===== config.mk =====
export PLATFORM = sky130hd
export DESIGN_NAME = failsafe_mode_supervisor_core
export DESIGN_NICKNAME = d
export VERILOG_FILES = /design/src/sv/fsms_pkg.sv /design/src/sv/fsms_debounce.sv /design/src/sv/failsafe_mode_supervisor_core.sv
export SDC_FILE = /design/constraint.sdc
export NUM_CORES = 1
export LEC_CHECK = 0
export ABC_AREA = 1
export BUFFER_PORTS_ARGS = -buffer_cell sky130_fd_sc_hd__buf_2
export CORE_ASPECT_RATIO = 1.2
export CORE_UTILIZATION = 57
export CTS_BUF_LIST = sky130_fd_sc_hd__clkbuf_8
export DETAILED_ROUTE_END_ITERATION = 12
export HOLD_SLACK_MARGIN = 0.1
export PLACE_DENSITY = 0.87
export RECOVER_POWER = 25
export SLEW_MARGIN = 25
export SYNTH_ARGS = -nofsm -noshare
export SYNTH_HDL_FRONTEND = slang
export SYNTH_SLANG_ARGS = --single-unit
export TNS_END_PERCENT = 1

===== constraint.sdc =====
create_clock -name clk -period 5.5 [get_ports clk]
set_input_delay 0.825 -clock clk [delete_from_list [all_inputs] [get_ports clk]]
set_output_delay 0.825 -clock clk [all_outputs]
set_load 0.05 [all_outputs]

===== src/sv/fsms_pkg.sv =====
// Shared types and constants for the failsafe mode supervisor.
// No dependencies.
`timescale 1ns / 1ps
`default_nettype none

package fsms_pkg;

  typedef enum logic [2:0] {
    MODE_NORMAL    = 3'd0,
    MODE_WARNING   = 3'd1,
    MODE_RTH       = 3'd2,
    MODE_LAND      = 3'd3,
    MODE_EMERGENCY = 3'd4
  } mode_t;

  localparam int CFG_IDX_W  = 3;
  localparam int CFG_DATA_W = 24;

  typedef logic [CFG_IDX_W-1:0] cfg_idx_t;

  localparam cfg_idx_t CFG_BATT_WARN   = 3'd0;
  localparam cfg_idx_t CFG_BATT_CRIT   = 3'd1;
  localparam cfg_idx_t CFG_ALT_LIMIT   = 3'd2;
  localparam cfg_idx_t CFG_FENCE_RAD   = 3'd3;
  localparam cfg_idx_t CFG_HOME_RAD    = 3'd4;
  localparam cfg_idx_t CFG_LANDED_ALT  = 3'd5;
  localparam cfg_idx_t CFG_RC_TIMEOUT  = 3'd6;
  localparam cfg_idx_t CFG_DEBOUNCE    = 3'd7;

  // Everything the result register carries besides the mode.
  typedef struct packed {
    logic mode_changed;
    logic low_battery;
    logic critical_battery;
    logic rc_lost;
    logic altitude;
    logic gps_bad;
    logic sensor_fault;
    logic fence_hit;
    logic at_home;
    logic touchdown;
  } flags_t;

endpackage

`default_nettype wire


===== src/sv/fsms_debounce.sv =====
// Saturating debounce counter with its alarm decode.
// Standalone; used six times by the supervisor top level.
`timescale 1ns / 1ps
`default_nettype none

module fsms_debounce #(
  parameter int CNT_W = 4
) (
  input  wire logic             clk,
  input  wire logic             rst_n,
  input  wire logic             en,
  input  wire logic             active,
  input  wire logic [CNT_W-1:0] thr,
  output logic                  alarm
);

  logic [CNT_W-1:0] cnt_r;
  logic [CNT_W-1:0] cnt_nxt;

  always_comb begin
    if (!active) begin
      cnt_nxt = '0;
    end else if (cnt_r < thr) begin
      cnt_nxt = cnt_r + CNT_W'(1);
    end else begin
      cnt_nxt = cnt_r;
    end
  end

  // alarm reflects the count after this sample
  assign alarm = (cnt_nxt >= thr);

  always_ff @(posedge clk) begin
    if (!rst_n) begin
      cnt_r <= '0;
    end else if (en) begin
      cnt_r <= cnt_nxt;
    end
  end

endmodule

`default_nettype wire


===== src/sv/failsafe_mode_supervisor_core.sv =====
// Failsafe mode supervisor: one monitoring sample in, one mode decision out.
// A sample is registered in the input register on acceptance and evaluated
// from it once the output register is empty or being drained; the result
// lands in the output register, and a new sample is taken every cycle while
// results drain. The mode and debounce counters update in the same cycle as
// the result is registered, which is what sets the one-sample-per-cycle rate.
// Configuration writes go through the cfg_ channel (always ready) and should
// only be issued while no sample is in flight. Depends on fsms_pkg and
// fsms_debounce.
`timescale 1ns / 1ps
`default_nettype none

module failsafe_mode_supervisor_core #(
  parameter int DEBOUNCE_MAX = 15,
  parameter int RC_RUN_MAX   = 255
) (
  input  wire logic                       clk,
  input  wire logic                       rst_n,

  input  wire logic                       cfg_valid,
  output logic                            cfg_ready,
  input  wire fsms_pkg::cfg_idx_t         cfg_index,
  input  wire logic [fsms_pkg::CFG_DATA_W-1:0] cfg_data,

  input  wire logic                       in_valid,
  output logic                            in_ready,
  input  wire logic [9:0]                 in_battery_level,
  input  wire logic [19:0]                in_altitude,
  input  wire logic [23:0]                in_home_distance,
  input  wire logic                       in_rc_present,
  input  wire logic                       in_gps_valid,
  input  wire logic                       in_sensors_healthy,

  output logic                            out_valid,
  input  wire logic                       out_ready,
  output logic [2:0]                      out_flight_mode,
  output logic                            out_mode_changed,
  output logic                            out_low_battery_alarm,
  output logic                            out_critical_battery_alarm,
  output logic                            out_rc_lost_alarm,
  output logic                            out_altitude_alarm,
  output logic                            out_gps_lost_alarm,
  output logic                            out_sensor_fault_alarm,
  output logic                            out_fence_breach,
  output logic                            out_home_reached,
  output logic                            out_touchdown
);

  import fsms_pkg::*;

  localparam int DB_W  = $clog2(DEBOUNCE_MAX + 1);
  localparam int RUN_W = $clog2(RC_RUN_MAX + 1);
  localparam int THR_W = (DB_W > 4) ? DB_W : 4;
  localparam int TMO_W = (RUN_W > 8) ? RUN_W : 8;

  // ---------------- configuration registers ----------------
  logic [9:0]  batt_warn_r;
  logic [9:0]  batt_crit_r;
  logic [19:0] alt_limit_r;
  logic [23:0] fence_rad_r;
  logic [15:0] home_rad_r;
  logic [15:0] landed_alt_r;
  logic [7:0]  rc_timeout_r;
  logic [3:0]  debounce_r;

  assign cfg_ready = 1'b1;

  always_ff @(posedge clk) begin
    if (!rst_n) begin
      batt_warn_r  <= 10'd200;
      batt_crit_r  <= 10'd100;
      alt_limit_r  <= 20'd12000;
      fence_rad_r  <= 24'd50000;
      home_rad_r   <= 16'd200;
      landed_alt_r <= 16'd50;
      rc_timeout_r <= 8'd3;
      debounce_r   <= 4'd3;
    end else if (cfg_valid && cfg_ready) begin
      unique case (cfg_index)
        CFG_BATT_WARN:  batt_warn_r  <= cfg_data[9:0];
        CFG_BATT_CRIT:  batt_crit_r  <= cfg_data[9:0];
        CFG_ALT_LIMIT:  alt_limit_r  <= cfg_data[19:0];
        CFG_FENCE_RAD:  fence_rad_r  <= cfg_data[23:0];
        CFG_HOME_RAD:   home_rad_r   <= cfg_data[15:0];
        CFG_LANDED_ALT: landed_alt_r <= cfg_data[15:0];
        CFG_RC_TIMEOUT: rc_timeout_r <= cfg_data[7:0];
        CFG_DEBOUNCE:   debounce_r   <= cfg_data[3:0];
        default: ;
      endcase
    end
  end

  // ---------------- handshake ----------------
  logic s_valid_r;
  logic out_valid_r;
  logic advance;

  assign advance   = !out_valid_r || out_ready;
  assign in_ready  = !s_valid_r || advance;
  assign out_valid = out_valid_r;

  wire logic step = s_valid_r && advance;

  // ---------------- input register ----------------
  logic [9:0]  batt_r;
  logic [19:0] alt_r;
  logic [23:0] dist_r;
  logic        rc_ok_r;
  logic        gps_ok_r;
  logic        sens_ok_r;

  always_ff @(posedge clk) begin
    if (!rst_n) begin
      s_valid_r <= 1'b0;
    end else if (in_ready) begin
      s_valid_r <= in_valid;
    end
  end

  always_ff @(posedge clk) begin
    if (in_valid && in_ready) begin
      batt_r    <= in_battery_level;
      alt_r     <= in_altitude;
      dist_r    <= in_home_distance;
      rc_ok_r   <= in_rc_present;
      gps_ok_r  <= in_gps_valid;
      sens_ok_r <= in_sensors_healthy;
    end
  end

  // ---------------- thresholds ----------------
  logic [THR_W-1:0] thr_ext;
  logic [DB_W-1:0]  thr;
  logic [TMO_W-1:0] tmo;

  always_comb begin
    thr_ext = (debounce_r == 4'd0) ? THR_W'(1) : THR_W'(debounce_r);
    if (thr_ext > THR_W'(DEBOUNCE_MAX)) begin
      thr_ext = THR_W'(DEBOUNCE_MAX);
    end
    thr = thr_ext[DB_W-1:0];
    tmo = (rc_timeout_r == 8'd0) ? TMO_W'(1) : TMO_W'(rc_timeout_r);
  end

  // ---------------- RC loss run ----------------
  logic [RUN_W-1:0] run_r;
  logic [RUN_W-1:0] run_nxt;

  always_comb begin
    if (rc_ok_r) begin
      run_nxt = '0;
    end else if (run_r < RUN_W'(RC_RUN_MAX)) begin
      run_nxt = run_r + RUN_W'(1);
    end else begin
      run_nxt = run_r;
    end
  end

  always_ff @(posedge clk) begin
    if (!rst_n) begin
      run_r <= '0;
    end else if (step) begin
      run_r <= run_nxt;
    end
  end

  // ---------------- debounced alarms ----------------
  logic warn, crit, rcl, alth, gpsl, sensb;

  fsms_debounce #(.CNT_W(DB_W)) u_db_warn (
    .clk(clk), .rst_n(rst_n), .en(step),
    .active(batt_r < batt_warn_r), .thr(thr), .alarm(warn)
  );
  fsms_debounce #(.CNT_W(DB_W)) u_db_crit (
    .clk(clk), .rst_n(rst_n), .en(step),
    .active(batt_r < batt_crit_r), .thr(thr), .alarm(crit)
  );
  fsms_debounce #(.CNT_W(DB_W)) u_db_rc (
    .clk(clk), .rst_n(rst_n), .en(step),
    .active(TMO_W'(run_nxt) >= tmo), .thr(thr), .alarm(rcl)
  );
  fsms_debounce #(.CNT_W(DB_W)) u_db_alt (
    .clk(clk), .rst_n(rst_n), .en(step),
    .active(alt_r > alt_limit_r), .thr(thr), .alarm(alth)
  );
  fsms_debounce #(.CNT_W(DB_W)) u_db_gps (
    .clk(clk), .rst_n(rst_n), .en(step),
    .active(!gps_ok_r), .thr(thr), .alarm(gpsl)
  );
  fsms_debounce #(.CNT_W(DB_W)) u_db_sens (
    .clk(clk), .rst_n(rst_n), .en(step),
    .active(!sens_ok_r), .thr(thr), .alarm(sensb)
  );

  // ---------------- mode decision ----------------
  mode_t mode_r;
  mode_t mode_nxt;
  logic  fence;
  logic  home;
  logic  touch;

  assign fence = (dist_r > fence_rad_r);
  assign home  = (mode_r == MODE_RTH) && (dist_r <= 24'(home_rad_r));

  always_comb begin
    priority if (sensb) begin
      mode_nxt = MODE_EMERGENCY;
    end else if (mode_r == MODE_EMERGENCY) begin
      mode_nxt = MODE_EMERGENCY;
    end else if (mode_r == MODE_LAND) begin
      mode_nxt = MODE_LAND;        // land is latched; only a sensor fault leaves it
    end else if (crit) begin
      mode_nxt = MODE_LAND;
    end else if (mode_r == MODE_RTH) begin
      mode_nxt = home ? MODE_LAND : MODE_RTH;
    end else if (rcl || fence || gpsl) begin
      mode_nxt = MODE_RTH;
    end else if (alth || warn) begin
      mode_nxt = MODE_WARNING;
    end else begin
      mode_nxt = MODE_NORMAL;
    end
  end

  assign touch = (mode_nxt == MODE_LAND) && (alt_r <= 20'(landed_alt_r));

  always_ff @(posedge clk) begin
    if (!rst_n) begin
      mode_r <= MODE_NORMAL;
    end else if (step) begin
      mode_r <= mode_nxt;
    end
  end

  // ---------------- result register ----------------
  mode_t  res_mode_r;
  flags_t res_flags_r;
  flags_t flags_nxt;

  always_comb begin
    flags_nxt.mode_changed     = (mode_nxt != mode_r);
    flags_nxt.low_battery      = warn;
    flags_nxt.critical_battery = crit;
    flags_nxt.rc_lost          = rcl;
    flags_nxt.altitude         = alth;
    flags_nxt.gps_bad          = gpsl;
    flags_nxt.sensor_fault     = sensb;
    flags_nxt.fence_hit        = fence;
    flags_nxt.at_home          = home;
    flags_nxt.touchdown        = touch;
  end

  always_ff @(posedge clk) begin
    if (!rst_n) begin
      out_valid_r <= 1'b0;
    end else if (advance) begin
      out_valid_r <= s_valid_r;
    end
  end

  always_ff @(posedge clk) begin
    if (step) begin
      res_mode_r  <= mode_nxt;
      res_flags_r <= flags_nxt;
    end
  end

  assign out_flight_mode            = res_mode_r;
  assign out_mode_changed           = res_flags_r.mode_changed;
  assign out_low_battery_alarm      = res_flags_r.low_battery;
  assign out_critical_battery_alarm = res_flags_r.critical_battery;
  assign out_rc_lost_alarm          = res_flags_r.rc_lost;
  assign out_altitude_alarm         = res_flags_r.altitude;
  assign out_gps_lost_alarm         = res_flags_r.gps_bad;
  assign out_sensor_fault_alarm     = res_flags_r.sensor_fault;
  assign out_fence_breach           = res_flags_r.fence_hit;
  assign out_home_reached           = res_flags_r.at_home;
  assign out_touchdown              = res_flags_r.touchdown;

endmodule

`default_nettype wire

* Word level (Yosys, flattened, before mapping)
Cells that the tools add are included.
** Storage, ports and cells
- Bits in registers :: 215
- Output and inout port bits :: 16
** Cells by class
- Equal/unequal tests :: 12
- Reductions and logical operators :: 22
- $add $sub $neg :: 7
- Mux-type cells :: 25
- Magnitude comparators :: 21
** Operators by type and width (number)
- $mux 4 :: 14
- $add 4x1->4 const B :: 6
- $ge 4x4->1 :: 6
- $gt 24x24->1 :: 1
- $le 24x16->1 :: 1
- $lt 4x4->1 :: 6
- $mux 8 :: 3
- $gt 20x20->1 :: 1
- $le 20x16->1 :: 1
- $lt 10x10->1 :: 2
- $reduce_and 2->1 :: 8
- $eq 3x2->1 const B :: 5
- $eq 3x3->1 const B :: 5
- $add 8x1->8 const B :: 1
- $ge 8x8->1 :: 1
- $logic_not 8->1 :: 1
- $lt 8x8->1 const B :: 1
- $mux 2 :: 4
- $mux 3 :: 2
- $logic_or 1x1->1 :: 5
- $gt 4x4->1 const B :: 1
- $logic_and 1x1->1 :: 4
- $logic_not 4->1 :: 1
- $eq 3x1->1 const B :: 1
- other kinds (4) :: 6

* Depth between registers and ports, before layout
- Word-level depth :: 18
- Gate-level depth with buffers :: 28
- Mapped depth without buffers :: 28

* Modules after synthesis
A second synthesis with hierarchy kept.
** Second synthesis, totals
- Cell total of the unflattened synthesis :: 1442
- Area, all modules :: 11830.1 µm²
** Modules (own cells, without submodules)
- failsafe_mode_supervisor_core :: cells an instance 1040, area each 9262.6 µm², instances 1, sequential area each 4524.3 µm²
- fsms_debounce :: cells an instance 67, area each 427.9 µm², instances 6, sequential area each 80.1 µm²

* Least setup slack after synthesis
No wires, ideal clock.
- Kind :: register -> register
- Start :: reg run_r[0]
- End :: reg res_flags_r, in the netlist out_mode_changed, data pin
- Slack :: 2.046 ns
- Cell stages (with the launch flop) :: 23
- Library setup time :: 0.253 ns
- Data arrival time :: 3.201 ns
- Period minus slack after synthesis :: 3.454 ns
- Path through :: dfxtp_1 > ha_1 > nand3_2 > nor3_2 > o311ai_0 > inv_1 > ha_1 > nand2_1 > nor2_1 > nand4_1 > o2111a_1 > inv_1 > nand3_1 > inv_1 > ha_1 > a21oi_1 > nand3_1 > nor3_1 > nand3_1 > nand3_1 > nand2_1 > nor2_1 > nand2_1
** RTL lines
- start, declared :: RTL line failsafe_mode_supervisor_core.sv:146 : logic [RUN_W-1:0] run_r;
- start signal, assigned :: RTL line failsafe_mode_supervisor_core.sv:163 : run_r <= run_nxt;
- end signal, assigned :: RTL line failsafe_mode_supervisor_core.sv:264 : res_flags_r <= flags_nxt;
- end, declared :: RTL line failsafe_mode_supervisor_core.sv:237 : flags_t res_flags_r;

==> impl_metrics.env <==
export IMPL_cts_tree="done"
export IMPL_grt_pass1_wl_um=43680
export IMPL_clockBufferDepth=3
export IMPL_drtIter0Drc=585
export IMPL_p_leak_nw=6.039
export IMPL_fillCellCount=1594
export IMPL_maxSlewHeadroom_pct=-114.3
export IMPL_crit_fanout=5
export IMPL_fin_crit_sh_pct=75.08
export IMPL_ys_types=42
export IMPL_viasPerCell=5.537
export IMPL_num_rows=56
export IMPL_ys_async_sr_fraction_pct=0
export IMPL_io_buffers=103
export IMPL_outcome="complete, but fails checks"
export IMPL_cts_made_buffers=36
export IMPL_io_pins=105
export IMPL_violations="max-capacitance violations, max-slew violations"
export IMPL_insertion_delay_ps=530
export IMPL_crit_arrival_ps=4410
export IMPL_max_freq_ghz=0.2422
export IMPL_post_route_min_period_ps=4130
export IMPL_clock_sinks=215
export IMPL_antenna_found_initial=2
export IMPL_rsz0062_at_grt="false"
export IMPL_gp_congestion=0.8649
export IMPL_cts_resized=0
export IMPL_hold_viol_final=0
export IMPL_post_cts_setup_buffers=0
export IMPL_area_delta_synth_final_pct=12.79
export IMPL_synth_edff_count=70
export IMPL_ys_ff_latch=215
export IMPL_hold_ws_ps=457.8
export IMPL_critPathLaunchType="flop"
export IMPL_endpoint_kind="flop"
export IMPL_setup_viol=0
export IMPL_synth_seq_area_share_pct=43.10
export IMPL_synth_ff_type="dfxtp_1"
export IMPL_die_y_um=158.4
export IMPL_detail_route_wl_per_cell_um=15.06
export IMPL_grt_max_degree=90
export IMPL_track_usage_pct=25.76
export IMPL_finalSetupTns_ps=0
export IMPL_hp_class="flop to flop"
export IMPL_synthTopCellsByArea="dfxtp_1 25%, edfxtp_1 18%, ha_1 16%, inv_1 6.9%, a21oi_1 6.9%"
export IMPL_final_cell_mix="224 x inv_1, 202 x nand2_1, 160 x a21oi_1"
export IMPL_tightestPinTransition_ps=3214
export IMPL_yosysTopAreaCell="dfxtp_1"
export IMPL_htreeDepth=2
export IMPL_core_area_um2=19760
export IMPL_layout_commonest_cell="inv_1"
export IMPL_syn_nets=1614
export IMPL_finalMaxSlewViolations=108
export IMPL_die_w_um=132.3
export IMPL_overflow=0
export IMPL_synth_warnings=0
export IMPL_netlist_area_um2=11610
export IMPL_fin_nets=1719
export IMPL_path_class="flop to flop"
export IMPL_clk_pin_slew_worst_paths_ps=60
export IMPL_drive_gt1_share_pct=11.88
export IMPL_clock_root_buffer="clkbuf_8"
export IMPL_drt_wl_total_um=26660
export IMPL_maxCapViolations=2
export IMPL_critPathRequiredTime_ps=5780
export IMPL_avgSynthCellArea_um2=8.452
export IMPL_irDropWorstVdd_uv=222.9
export IMPL_dr_pass1_iters=8
export IMPL_synth_cells=1374
export IMPL_die_area_um2=20950
export IMPL_start_util_pct=58.77
export IMPL_grt_pass1_vias=9431
export IMPL_synth_top_cell_area_share_pct=25.00
export IMPL_powerDensity_nw_per_um2=295.5
export IMPL_fin_skew_ps=22.80
export IMPL_dp_hpwl_um=18710
export IMPL_drc=0
export IMPL_via_count=9801
export IMPL_cts_hold_buf=0
export IMPL_power_mw=3.871
export IMPL_ant_nets=0
## flip-flops by register name, summed over array words and instances (netlist names), 4 cells and up
signal and count:
debounce_r 4, u_db_rc.cnt_r 4, dist_r 24, alt_limit_r 20, alt_r 20, u_db_warn.cnt_r 4, landed_alt_r 16, u_db_gps.cnt_r 4
batt_warn_r 10, batt_r 10, batt_crit_r 10, rc_timeout_r 8, fence_rad_r 24, u_db_sens.cnt_r 4, home_rad_r 16, u_db_alt.cnt_r 4
run_r 8, u_db_crit.cnt_r 4
## kinds of logic after synthesis
kind of cell	Yosys count	share of synthesized area, %
AOI/OAI and AO/OA	351	16.65
xor gates and xnor gates	13	0.9805
adders and majority gates	151	16.27
buffers and inverters	254	8.275
DFF	215	43.10
other	1	0.03229
and+or+nand+nor	389	14.70
## synthesized netlist by cell type, types with 2 or more instances
master	count
inv_1	214
nand3b_1	4
edfxtp_1	70
ha_1	151
nor2_2	5
xnor2_1	2
nor3_2	2
a31oi_2	2
nand2_1	202
nand2_2	6
o211ai_1	33
o21ai_0	129
nand4_1	14
o2111a_1	2
a211oi_1	3
nor3_1	6
o21bai_1	3
inv_2	2
o21a_1	2
a31oi_1	4
nor4_1	2
a21oi_1	160
clkbuf_1	33
nand3_1	62
nor2_1	76
nand3_2	7
a21o_1	4
xor2_1	11
buf_2	3
o21ai_1	4
dfxtp_1	145
## worst paths after layout
path	slack [ps]	endpoint	depth (start not counted)	startpoint
worst min-delay path	460	batt_crit_r[0]	2	batt_crit_r[0]
worst max register to register	1370	out_mode_changed	26	run_r[2]
worst min register to register	460	batt_crit_r[0]	2	batt_crit_r[0]
worst max-delay path	1370	out_mode_changed	26	run_r[2]
## metal layers
layer / routed length (um) / up-vias / global-route usage, %
met1: 10480 / 4526 / 27.46
met4: 1174 / 2 / 13.52
met2: 13490 / 308 / 48.20
met5: 11 / - / 0
met3: 1506 / 85 / 5.253
li1: - / 4880 / -
## stage by stage
step,std cells,instance area (um^2),utilization [%],worst slack (ps)
finish,1770,13100,66.29,1370
global route,1769,13100,66.27,1110
floorplan,1374,11610,-,2046
CTS,1768,13100,66.31,1472
global placement,1702,12330,62.41,1681
detailed placement,1702,12330,62.41,1546
## layout make-up
class                           count  area (um^2)  share of cell area, %
Antenna cell                        2        5.005                0.03821
Timing Repair Buffer              105        533.0                  4.070
Inverter                          216        812.0                  6.200
Multi-Input combinational cell    905         5647                  43.11
Clock inverter                     23        177.7                  1.357
Clock buffer                       43        591.8                  4.519
Sequential cell                   215         5005                  38.21
Tap cell                          261        326.6                  2.493
## worst max-delay path: stages, from the launching register on
cell	delay [ps]
dfxtp_1	410
nand2_1	100
inv_1	90
nand4_1	110
nor2_1	120
inv_1	70
o311ai_0	500
inv_1	110
ha_1	330
nand2_1	90
nor2_1	50
nand4_1	60
o2111a_1	220
inv_1	100
nand2_1	110
inv_1	70
ha_1	310
inv_1	60
o21bai_1	70
nand3_1	70
nand3_1	90
nor3_1	270
nand3_1	180
nand3_1	110
nand2_1	50
nor2_1	80
nand2_1	50
## report_power, final
part / switching, mW / internal, mW / total [mW]
registers: 0.0509 / 1.73 / 1.78
clock network: 0.651 / 0.854 / 1.50
logic: 0.379 / 0.203 / 0.582
total: 1.08 / 2.79 / 3.87
No activity file was read; power rests on OpenSTA's default activity.
